File: config.mk
export PLATFORM = sky130hd
export DESIGN_NAME = heatmap_color_mapper_top
export DESIGN_NICKNAME = d
export VERILOG_FILES = /design/src/hcm_pkg.sv /design/src/heatmap_color_mapper_top.sv /design/src/hcm_regs.sv /design/src/hcm_norm.sv /design/src/hcm_ramp.sv
export SDC_FILE = /design/constraint.sdc
export NUM_CORES = 2
export LEC_CHECK = 0
export ABC_AREA = 0
export BUFFER_PORTS_ARGS = -buffer_cell sky130_fd_sc_hd__buf_2
export CELL_PAD_IN_SITES_DETAIL_PLACEMENT = 1
export CELL_PAD_IN_SITES_GLOBAL_PLACEMENT = 2
export CORE_UTILIZATION = 39
export CTS_CLUSTER_DIAMETER = 200
export DETAILED_ROUTE_END_ITERATION = 10
export GPL_ROUTABILITY_DRIVEN = 1
export GPL_TIMING_DRIVEN = 0
export PLACE_DENSITY = 0.9
export REMOVE_ABC_BUFFERS = 1
export SLEW_MARGIN = 20
export SYNTH_ARGS = -nofsm -noshare
export SYNTH_HDL_FRONTEND = slang
export SYNTH_SLANG_ARGS = --single-unit
File: constraint.sdc
create_clock -name aclk -period 7 [get_ports aclk]
set_input_delay 1.4 -clock aclk [delete_from_list [all_inputs] [get_ports aclk]]
set_output_delay 1.4 -clock aclk [all_outputs]
set_load 0.02 [all_outputs]
File: src/hcm_pkg.sv
package hcm_pkg;

    // Sample width, fixed by the payload format
    localparam int SAMPLE_BITS = 16;
    localparam int MIN_BITS    = 16;
    localparam int INV_BITS    = 24;

    // Difference sample - min_value, one guard bit
    localparam int DIFF_BITS = ((SAMPLE_BITS > MIN_BITS) ? SAMPLE_BITS : MIN_BITS) + 1;
    // Signed product of difference and Q8.16 reciprocal
    localparam int PROD_BITS = DIFF_BITS + INV_BITS + 1;
    // Normalized value in Q14, range -1..+1
    localparam int NORM_BITS = 16;

    localparam int Q_ONE   = 16384;
    localparam int THIRD_Q = 5407;

    // Ramp numerators and scaled numerators (num * 255)
    localparam int NUM_BITS = 14;
    localparam int X_BITS   = NUM_BITS + 8;

    // Exact reciprocals: floor(x / d) = (x * ceil(2^K / d)) >> K for x < 2^X_BITS
    localparam int RECIP_SHIFT = 36;
    localparam int RECIP_BITS  = 23;
    localparam logic [RECIP_BITS-1:0] RECIP_MID  = 23'd6354677; // d = 2*THIRD_Q
    localparam logic [RECIP_BITS-1:0] RECIP_EDGE = 23'd6260315; // d = Q_ONE - THIRD_Q
    localparam int RPROD_BITS = X_BITS + RECIP_BITS;

    // Register file
    localparam int ADDR_BITS = 3;
    localparam int DATA_BITS = 32;
    localparam logic REG_MIN_VALUE    = 1'b0;
    localparam logic REG_INVERSE_SPAN = 1'b1;

    typedef struct packed {
        logic signed [MIN_BITS-1:0] min_value;
        logic        [INV_BITS-1:0] inverse_span;
    } cfg_t;

    typedef struct packed {
        logic signed [SAMPLE_BITS-1:0] sample;
        logic                          last_pixel;
    } in_item_t;

    typedef struct packed {
        logic [7:0] red_level;
        logic [7:0] green_level;
        logic [7:0] blue_level;
        logic       frame_end;
    } out_item_t;

endpackage

File: src/heatmap_color_mapper_top.sv
// Heatmap color mapper: one signed sample in, one jet-scale RGB pixel out.
// Input channel s_valid/s_ready/s_payload carries sample and last_pixel;
// result channel m_valid/m_ready/m_payload carries red, green, blue levels
// and frame_end, a copy of last_pixel.
// Two APB registers: min_value at 0x0 and inverse_span (Q8.16 of
// 2/(max-min)) at 0x4. Write them only while no request is in flight.
// Five register stages: subtract, multiply by the reciprocal span,
// floor/saturate, ramp numerators, reciprocal divide; m_valid is the
// valid of the last stage, the output register.
// Throughput is one pixel per cycle while m_ready is not held low; the stage
// count sets the latency, and the three constant-reciprocal multiplies sit in the last stage.
// Reset (aresetn low, synchronous) empties the pipeline and restores
// min_value = 0, inverse_span = 2.
// When the receiver holds m_ready low the result stays in the output
// register; earlier stages keep accepting until every stage holds a
// request, and only then s_ready drops. Nothing is dropped or repeated.
module heatmap_color_mapper_top (
    input  logic                           aclk,
    input  logic                           aresetn,
    input  logic                           s_valid,
    output logic                           s_ready,
    input  hcm_pkg::in_item_t              s_payload,
    output logic                           m_valid,
    input  logic                           m_ready,
    output hcm_pkg::out_item_t             m_payload,
    input  logic                           psel,
    input  logic                           penable,
    input  logic                           pwrite,
    input  logic [hcm_pkg::ADDR_BITS-1:0]  paddr,
    input  logic [hcm_pkg::DATA_BITS-1:0]  pwdata,
    output logic [hcm_pkg::DATA_BITS-1:0]  prdata,
    output logic                           pready
);

    hcm_pkg::cfg_t                         cfg;
    logic                                  norm_valid;
    logic                                  norm_ready;
    logic signed [hcm_pkg::NORM_BITS-1:0]  norm_value;
    logic                                  norm_last;

    hcm_regs u_regs (
        .aclk    (aclk),
        .aresetn (aresetn),
        .psel    (psel),
        .penable (penable),
        .pwrite  (pwrite),
        .paddr   (paddr),
        .pwdata  (pwdata),
        .prdata  (prdata),
        .pready  (pready),
        .cfg     (cfg)
    );

    hcm_norm u_norm (
        .aclk      (aclk),
        .aresetn   (aresetn),
        .cfg       (cfg),
        .in_valid  (s_valid),
        .in_ready  (s_ready),
        .in_item   (s_payload),
        .out_valid (norm_valid),
        .out_ready (norm_ready),
        .out_norm  (norm_value),
        .out_last  (norm_last)
    );

    hcm_ramp u_ramp (
        .aclk      (aclk),
        .aresetn   (aresetn),
        .in_valid  (norm_valid),
        .in_ready  (norm_ready),
        .in_norm   (norm_value),
        .in_last   (norm_last),
        .out_valid (m_valid),
        .out_ready (m_ready),
        .out_item  (m_payload)
    );

endmodule

File: src/hcm_regs.sv
module hcm_regs (
    input  logic                           aclk,
    input  logic                           aresetn,
    input  logic                           psel,
    input  logic                           penable,
    input  logic                           pwrite,
    input  logic [hcm_pkg::ADDR_BITS-1:0]  paddr,
    input  logic [hcm_pkg::DATA_BITS-1:0]  pwdata,
    output logic [hcm_pkg::DATA_BITS-1:0]  prdata,
    output logic                           pready,
    output hcm_pkg::cfg_t                  cfg
);

    hcm_pkg::cfg_t cfg_reg, cfg_next;
    logic          wr_en;
    logic          reg_sel;

    assign pready  = 1'b1;
    assign wr_en   = psel && penable && pwrite;
    assign reg_sel = paddr[2];

    // Register write decode
    always_comb begin
        cfg_next = cfg_reg;
        if (wr_en) begin
            case (reg_sel)
                hcm_pkg::REG_MIN_VALUE:    cfg_next.min_value =
                    pwdata[hcm_pkg::MIN_BITS-1:0];
                hcm_pkg::REG_INVERSE_SPAN: cfg_next.inverse_span =
                    pwdata[hcm_pkg::INV_BITS-1:0];
                default:                   cfg_next = cfg_reg;
            endcase
        end
    end

    always_ff @(posedge aclk) begin
        if (!aresetn) begin
            cfg_reg.min_value    <= '0;
            cfg_reg.inverse_span <= hcm_pkg::INV_BITS'(2);
        end else begin
            cfg_reg <= cfg_next;
        end
    end

    // Read back
    always_comb begin
        case (reg_sel)
            hcm_pkg::REG_MIN_VALUE:    prdata =
                hcm_pkg::DATA_BITS'(cfg_reg.min_value);
            hcm_pkg::REG_INVERSE_SPAN: prdata =
                hcm_pkg::DATA_BITS'(cfg_reg.inverse_span);
            default:                   prdata = '0;
        endcase
    end

    assign cfg = cfg_reg;

endmodule

File: src/hcm_norm.sv
module hcm_norm (
    input  logic                                  aclk,
    input  logic                                  aresetn,
    input  hcm_pkg::cfg_t                         cfg,
    input  logic                                  in_valid,
    output logic                                  in_ready,
    input  hcm_pkg::in_item_t                     in_item,
    output logic                                  out_valid,
    input  logic                                  out_ready,
    output logic signed [hcm_pkg::NORM_BITS-1:0]  out_norm,
    output logic                                  out_last
);

    localparam int DW = hcm_pkg::DIFF_BITS;
    localparam int PW = hcm_pkg::PROD_BITS;
    localparam int VW = hcm_pkg::NORM_BITS;
    localparam logic signed [PW-1:0] POS_ONE = PW'(hcm_pkg::Q_ONE);
    localparam logic signed [PW-1:0] NEG_ONE = -PW'(hcm_pkg::Q_ONE);

    // Stage valids and per-stage ready (bubbles collapse)
    logic s1_valid_reg, s2_valid_reg, s3_valid_reg;
    logic s1_ready, s2_ready, s3_ready;

    logic signed [DW-1:0] diff_reg, diff_next;
    logic signed [PW-1:0] prod_reg, prod_next;
    logic signed [VW-1:0] norm_reg, norm_next;
    logic                 s1_last_reg, s2_last_reg, s3_last_reg;
    logic signed [PW-1:0] shifted;
    logic signed [PW-1:0] biased;

    assign s3_ready = !s3_valid_reg || out_ready;
    assign s2_ready = !s2_valid_reg || s3_ready;
    assign s1_ready = !s1_valid_reg || s2_ready;
    assign in_ready = s1_ready;

    // Stage 1: subtract cold end
    assign diff_next = DW'(in_item.sample) - DW'(cfg.min_value);

    // Stage 2: scale by reciprocal span (Q16 result)
    assign prod_next = PW'(diff_reg) * PW'($signed({1'b0, cfg.inverse_span}));

    // Stage 3: floor to Q14, remove offset, saturate to [-1, 1]
    assign shifted = prod_reg >>> 2;
    assign biased  = shifted - POS_ONE;
    always_comb begin
        if (biased > POS_ONE) begin
            norm_next = VW'(POS_ONE);
        end else if (biased < NEG_ONE) begin
            norm_next = VW'(NEG_ONE);
        end else begin
            norm_next = VW'(biased);
        end
    end

    always_ff @(posedge aclk) begin
        if (!aresetn) begin
            s1_valid_reg <= 1'b0;
            s2_valid_reg <= 1'b0;
            s3_valid_reg <= 1'b0;
        end else begin
            if (s1_ready) s1_valid_reg <= in_valid;
            if (s2_ready) s2_valid_reg <= s1_valid_reg;
            if (s3_ready) s3_valid_reg <= s2_valid_reg;
        end
    end

    always_ff @(posedge aclk) begin
        if (s1_ready) begin
            diff_reg    <= diff_next;
            s1_last_reg <= in_item.last_pixel;
        end
        if (s2_ready) begin
            prod_reg    <= prod_next;
            s2_last_reg <= s1_last_reg;
        end
        if (s3_ready) begin
            norm_reg    <= norm_next;
            s3_last_reg <= s2_last_reg;
        end
    end

    assign out_valid = s3_valid_reg;
    assign out_norm  = norm_reg;
    assign out_last  = s3_last_reg;

    // Saturated value always within [-1, 1]
    a_norm_range: assert property (@(posedge aclk) disable iff (!aresetn)
        s3_valid_reg |-> (norm_reg <= VW'(POS_ONE)) && (norm_reg >= VW'(NEG_ONE)))
        else $error("normalized value out of range");

    // A stalled product stage keeps its item
    a_s2_hold: assert property (@(posedge aclk) disable iff (!aresetn)
        (s2_valid_reg && !s3_ready) |=> (s2_valid_reg && $stable(prod_reg)))
        else $error("product stage lost an item under stall");

endmodule

File: src/hcm_ramp.sv
module hcm_ramp (
    input  logic                                  aclk,
    input  logic                                  aresetn,
    input  logic                                  in_valid,
    output logic                                  in_ready,
    input  logic signed [hcm_pkg::NORM_BITS-1:0]  in_norm,
    input  logic                                  in_last,
    output logic                                  out_valid,
    input  logic                                  out_ready,
    output hcm_pkg::out_item_t                    out_item
);

    localparam int VW  = hcm_pkg::NORM_BITS;
    localparam int EW  = VW + 1;
    localparam int NW  = hcm_pkg::NUM_BITS;
    localparam int XW  = hcm_pkg::X_BITS;
    localparam int RW  = hcm_pkg::RPROD_BITS;
    localparam int K   = hcm_pkg::RECIP_SHIFT;
    localparam logic signed [EW-1:0] ONE_E   = EW'(hcm_pkg::Q_ONE);
    localparam logic signed [EW-1:0] THIRD_E = EW'(hcm_pkg::THIRD_Q);

    logic s4_valid_reg, s5_valid_reg;
    logic s4_ready, s5_ready;

    // Stage 4 signals
    logic signed [EW-1:0] v_ext;
    logic                 low_next, high_next, low_reg, high_reg;
    logic [NW-1:0]        rnum, bnum, gnum;
    logic [XW-1:0]        xr_next, xb_next, xg_next, xr_reg, xb_reg, xg_reg;
    logic                 s4_last_reg;

    // Stage 5 signals
    logic [RW-1:0]        pr, pb, pg;
    logic [8:0]           qr, qb, qg;
    logic [7:0]           rr, rb, rg;
    hcm_pkg::out_item_t   out_reg, out_next;

    assign s5_ready = !s5_valid_reg || out_ready;
    assign s4_ready = !s4_valid_reg || s5_ready;
    assign in_ready = s4_ready;

    // Stage 4: pick segment and ramp numerators, scale by 255
    assign v_ext     = EW'(in_norm);
    assign low_next  = v_ext < -THIRD_E;
    assign high_next = v_ext >= THIRD_E;

    always_comb begin
        rnum = NW'(v_ext + THIRD_E);
        bnum = NW'(THIRD_E - v_ext);
        if (low_next) begin
            gnum = NW'(v_ext + ONE_E);
        end else begin
            gnum = NW'(ONE_E - v_ext);
        end
        if (low_next || high_next) begin
            rnum = '0;
            bnum = '0;
        end else begin
            gnum = '0;
        end
    end

    assign xr_next = {rnum, 8'd0} - XW'(rnum);
    assign xb_next = {bnum, 8'd0} - XW'(bnum);
    assign xg_next = {gnum, 8'd0} - XW'(gnum);

    // Stage 5: divide by span via exact reciprocal, clamp, merge segments
    assign pr = RW'(xr_reg) * RW'(hcm_pkg::RECIP_MID);
    assign pb = RW'(xb_reg) * RW'(hcm_pkg::RECIP_MID);
    assign pg = RW'(xg_reg) * RW'(hcm_pkg::RECIP_EDGE);
    assign qr = pr[K+8:K];
    assign qb = pb[K+8:K];
    assign qg = pg[K+8:K];
    assign rr = qr[8] ? 8'hFF : qr[7:0];
    assign rb = qb[8] ? 8'hFF : qb[7:0];
    assign rg = qg[8] ? 8'hFF : qg[7:0];

    always_comb begin
        out_next.frame_end = s4_last_reg;
        if (low_reg) begin
            out_next.red_level   = 8'd0;
            out_next.blue_level  = 8'hFF;
            out_next.green_level = rg;
        end else if (high_reg) begin
            out_next.red_level   = 8'hFF;
            out_next.blue_level  = 8'd0;
            out_next.green_level = rg;
        end else begin
            out_next.red_level   = rr;
            out_next.blue_level  = rb;
            out_next.green_level = 8'hFF;
        end
    end

    always_ff @(posedge aclk) begin
        if (!aresetn) begin
            s4_valid_reg <= 1'b0;
            s5_valid_reg <= 1'b0;
        end else begin
            if (s4_ready) s4_valid_reg <= in_valid;
            if (s5_ready) s5_valid_reg <= s4_valid_reg;
        end
    end

    always_ff @(posedge aclk) begin
        if (s4_ready) begin
            low_reg     <= low_next;
            high_reg    <= high_next;
            xr_reg      <= xr_next;
            xb_reg      <= xb_next;
            xg_reg      <= xg_next;
            s4_last_reg <= in_last;
        end
        if (s5_ready) begin
            out_reg <= out_next;
        end
    end

    assign out_valid = s5_valid_reg;
    assign out_item  = out_reg;

    // Segment flags are exclusive
    a_seg_excl: assert property (@(posedge aclk) disable iff (!aresetn)
        s4_valid_reg |-> !(low_reg && high_reg))
        else $error("both segment flags set");

    // Every jet color has one channel at full scale
    a_full_channel: assert property (@(posedge aclk) disable iff (!aresetn)
        s5_valid_reg |-> (out_reg.red_level == 8'hFF || out_reg.green_level == 8'hFF
                          || out_reg.blue_level == 8'hFF))
        else $error("no channel at full scale");

endmodule

# Word level (Yosys, flattened, before mapping)
# Cells that the tools add are included.
# Widths: inputs -> output; s select.
# classes
mux,11
bitwise_logic,1
order_cmp,4
n_mul,4
n_addsub,9
reduce_logical,16
eq_ne,0
shift,0
div,0
# op_table
op,n
$mul 22x23->45 const B,3
$sub 22x14->22,3
$pmux 32 s2,1
$mux 14,4
$gt 42x16->1 const B,1
$lt 42x15->1 const B,1
$mul 17x25->42,1
$sub 40x16->41 const B,1
$mux 16,2
$mux 24,1
$mux 8,3
$sub 16x16->17,1
$ge 16x14->1 const B,1
$lt 16x14->1 const B,1
$add 14x1->14 const B,1
$add 14x14->14 const B,1
$sub 1x14->14 const A,1
$sub 14x14->14 const A,1
$logic_or 1x1->1,6
$logic_not 1->1,5
$reduce_and 2->1,2
$logic_and 1x1->1,2
$reduce_or 2->1,1
$not 1->1,1
# word_totals
output_inout_bits,60
n_memories,0
elab_cells,69
regBits,217
latch_bits,0
input_bits,59
mem_bits_rw,0
rom_bits,0

# Longest topological paths before layout
# depth
depth_word,6
ltp_mapped,25
depth_no_buf,24

# By module
# From an unflattened synthesis, not the netlist that was laid out.
# hier_totals
cells_unflattened,5093
hier_area_um2,50046.7
# modules_own_cells
module,area_per_inst_um2,n_inst,cells_per_inst
hcm_ramp,30628.1,1,2978
hcm_norm,17505.5,1,1907
hcm_regs,1913.1,1,208

# Worst setup path before layout
# No wires, ideal clock.
# synth_path
path_type,reg2reg
startpoint,reg u_ramp.xb_reg[4]
endpoint,reg u_ramp.out_reg (netlist bit u_ramp.out_item[2]) (data pin)
t_arrival_ns,6.441
synth_period_minus_slack_ns,6.712
setup_ns,0.271
required_ns,6.729
path_slack_ns,0.288
stages_incl_launch_ff,25
n_path_buf,0
path_cell_list,edfxtp_1 > inv_1 > fa_1 > inv_1 > fa_1 > inv_1 > fa_1 > inv_1 > fa_1 > fa_1 > fa_1 > inv_1 > fa_1 > inv_1 > ha_1 > nand4_1 > nor3_1 > o21ai_0 > a21oi_1 > o21ai_0 > a211oi_1 > a31oi_1 > o211a_1 > xnor2_1 > o211ai_1
# synth_between
elab_chain_len,3
# synth_rtl
element,line_no,rtl
start: declaration,hcm_ramp.sv:29,"logic [XW-1:0] xr_next, xb_next, xg_next, xr_reg, xb_reg, xg_reg;"
start signal: assignment,hcm_ramp.sv:110,xb_reg <= xb_next;
$mul 22x23->45,hcm_ramp.sv:69,assign pb = RW'(xb_reg) * RW'(hcm_pkg::RECIP_MID);
$mux 8,hcm_ramp.sv:75,assign rb = qb[8] ? 8'hFF : qb[7:0];
$mux 24,hcm_ramp.sv:84,end else if (high_reg) begin
end signal: assignment,hcm_ramp.sv:115,out_reg <= out_next;
end: declaration,hcm_ramp.sv:36,"hcm_pkg::out_item_t out_reg, out_next;"
# No other way between the ends.
# A chain may end at the register's enable or synchronous reset.

# Final worst setup path
# layout_path
startpoint,reg u_ramp.xb_reg[5]
endpoint,reg u_ramp.out_reg (netlist bit u_ramp.out_item[1]) (data pin)
# The elaborated chain is that of the path after synthesis.

==> results.md <==
- Outcome: completed
- Top_reg_cell synth: edfxtp_1
- Most used cell, CP: fa_1
- H-tree levels: 1
- Clk root buf: clkbuf_16
- Die H: about 360 um
- Most numerous cell in the Yosys netlist: inv_1
- Yosys cell types: 82
- Drt first pass iters: 5
- Hold Startpoint: u_ramp.s4_last_reg$_DFFE_PP_
- Post-Syn Area: slightly below 50000 um^2
- Req. time, crit path: about 7.3 ns
- Post-route clock period utilization: 99.55%
- Tightest Pin Transition: 1.146 ns
- Largest net degree at the start of global routing: 46
- Final Cell Area: ~55000 um^2
- Worst min path class: reg -> reg
- Post-route ant nets: 0
- Area of the die: between 100000 and 150000 um^2
- FF/Latch Area: around 6000 um^2
- Multi-input gate area: between 30000 and 40000 um^2
- Largest cells by area after synthesis: fa_1 37%, ha_1 20%, edfxtp_1 10%, inv_1 9.8%, nand2_1 3.5%
- Area delta synth->final: 11.26%
- Final setup viols: 0
- GPL Wtd Cong: between 0.9 and 1
- Async set-reset flop share out of synthesis: 0%
- Initial Utilization: between 30% and 40%
- # clock sinks: between 200 and 250
- All-Layer GR Usage: about 22%
- CTS tree: built
- GRT overflow: 0
- Die width: roughly 360 um
- Critical path class: reg -> reg
- Fin. Hold Viols: 0
- Post-synth top area share: a little under two fifths
- Fill cells: ~14000
- Row cnt: 130
- Initial antenna violation count: 1
- Post-synth EDFFs: 169
- Synth Instances: about 5100
- Yosys reg bits: 214
- Largest stage delay, worst path: around 0.58 ns
- RSZ-0062 raised after global routing: yes
- Vias: about 35000
- Vias in the first global route: 40331
- Cell Area, Placed: about 52000 um^2
- Clock buffer depth: 3
- Final Max Tran Viols: 0
- Post-synth top cells: 1295 x inv_1, 912 x fa_1, 794 x ha_1
- Fmax: about 140 MHz
- Crit start category: flip-flop
- CP max FO: 4
- Worst Skew: approximately 0.021 ns
- Final WL: around 140000 um
- RR Startpoint: u_ramp.xb_reg[5]$_DFFE_PP_
- Fin crit period: between 6 and 7 ns
- Sequential fraction of the synthesis area: 12.10%
- Post-synth top area cell: fa_1
- CP startpoint: u_ramp.xb_reg[5]$_DFFE_PP_
- Synthesized area per cell: roughly 10 um^2
- Max_cap viols: 0
- DRT iter0 DRCs: 1623
- First-pass GRT wire length: approximately 220000 um
- Drt wl/cell: 20.08 um
- Final HPWL from detailed placement: approximately 110000 um
- Fraction of layout cells with a size suffix above 1: about a tenth
- PortBufs: 107
- Core area: around 130000 um^2
- Clk_lat worst skew: 0.61 ns
- Critical path's slowest cell: fa_2
- DRC Markers: 0
- Avg Vias per Cell: 5.099
- CP Capture Type: flip-flop
- Clock slew at reported path FFs: ~0.07 ns
- CTS buffer count: 28
- I/O pins: between 100 and 150
- Yosys warns: 0
- Max_slew headroom: between 20% and 30%
- Crit path arrival time: 7.31 ns
- Final Net Count: approximately 7000
## cells in the final DEF, fill, tap and decap left out, types with 11 or more instances in the layout
| cell | count |
|---|---|
| inv_1 | 1276 |
| fa_1 | 887 |
| ha_1 | 762 |
| nand2_1 | 465 |
| edfxtp_1 | 169 |
| and2_1 | 163 |
| buf_4 | 153 |
| nor2_1 | 125 |
| a21oi_1 | 114 |
| buf_2 | 107 |
| xnor2_1 | 99 |
| o21ai_0 | 78 |
| a21o_1 | 72 |
| xor2_1 | 49 |
| a21boi_0 | 47 |
| nand3_1 | 46 |
| nand2b_1 | 44 |
| nor3_1 | 36 |
| clkbuf_16 | 28 |
| nor2b_1 | 27 |
| fa_2 | 25 |
| nand4_1 | 23 |
| buf_6 | 22 |
| dfxtp_1 | 21 |
| ha_4 | 19 |
| inv_2 | 18 |
| o21bai_1 | 18 |
| and3_1 | 15 |
| o211ai_1 | 15 |
| o21a_1 | 15 |
| nor4_1 | 15 |
| or2_2 | 14 |
| dfxtp_2 | 14 |
| o31ai_1 | 13 |
| a31oi_1 | 13 |
| a21oi_2 | 13 |
| ha_2 | 13 |
| or3_1 | 11 |
## routing by layer
metal	global-route usage [%]	vias to the layer above	part of all wire, %
met5	0	-	0
met4	5.651	0	3.0
met3	2.702	239	4.1
met2	38.58	729	51
met1	27.82	18248	42
li1	-	16138	-
## critical path: cells and delay by family, from the launching register on
family,cells,cell delay [ns]
simple gates,3,0.54
flops,1,0.43
compound gates,7,1.11
buf+inv,9,0.70
fa+ha+maj,8,3.90
## kinds of logic after synthesis
| group | after synthesis | share of synthesized area, % |
|---|---|---|
| adder cells (fa/ha/maj) | 1706 | 57.08 |
| AND/OR/NAND/NOR | 1050 | 10.26 |
| XOR/XNOR | 151 | 2.678 |
| AO/OA/AOI/OAI | 503 | 6.670 |
| buffers and inverters | 1430 | 10.94 |
| other | 1 | 0.007592 |
| multiplexers | 13 | 0.2685 |
| flip-flops | 214 | 12.10 |
## final cells by class
cell class | count | area share, %
diodes | 1 | 0.004554
repair buffers | 296 | 3.984
flip-flops and latches | 214 | 10.97
inverters | 1296 | 8.861
well taps | 1650 | 3.757
clock buffers | 30 | 1.289
multi-input cells | 3424 | 70.53
clock inverters | 22 | 0.6033
## path summary, 6_finish.rpt
path	to	slack, ns	depth (start not counted)
min	u_ramp.out_item[0]$_DFFE_PP_	0.43	0
max reg2reg	u_ramp.out_item[1]$_SDFFCE_PP1P_	0.03	27
min reg2reg	u_ramp.out_item[0]$_DFFE_PP_	0.43	0
max	u_ramp.out_item[1]$_SDFFCE_PP1P_	0.03	27
## timing repair
item,4_1_cts,5_1_grt
hold buffers,0,0
pin swaps,40,101
endpoints found under the setup margin,39,33
resized for setup,94,125
hold endpoints to repair,0,0
buffers inserted,121,65
## through the flow
step / TNS [ns] / setup slack, ns / hold slack (ns) / utilization [%] / instances
2_1_floorplan: 0 / 0.2849 / 0.4003 / - / 4934
3_3_place_gp: -22.32 / -1.526 / 0.4024 / 40.98 / 6691
3_5_place_dp: -26.05 / -1.611 / 0.4250 / 41.05 / 6695
4_1_cts: 0 / 0.001019 / 0.4257 / 42.97 / 6868
5_1_grt: -3.116 / -0.2642 / 0.4364 / 43.76 / 6933
6_report: 0 / 0.03124 / 0.4260 / 43.76 / 6933
Power is left out: the tool's default activity adds up to more than one toggle a clock period on the data nets, which glitch-free logic cannot reach.
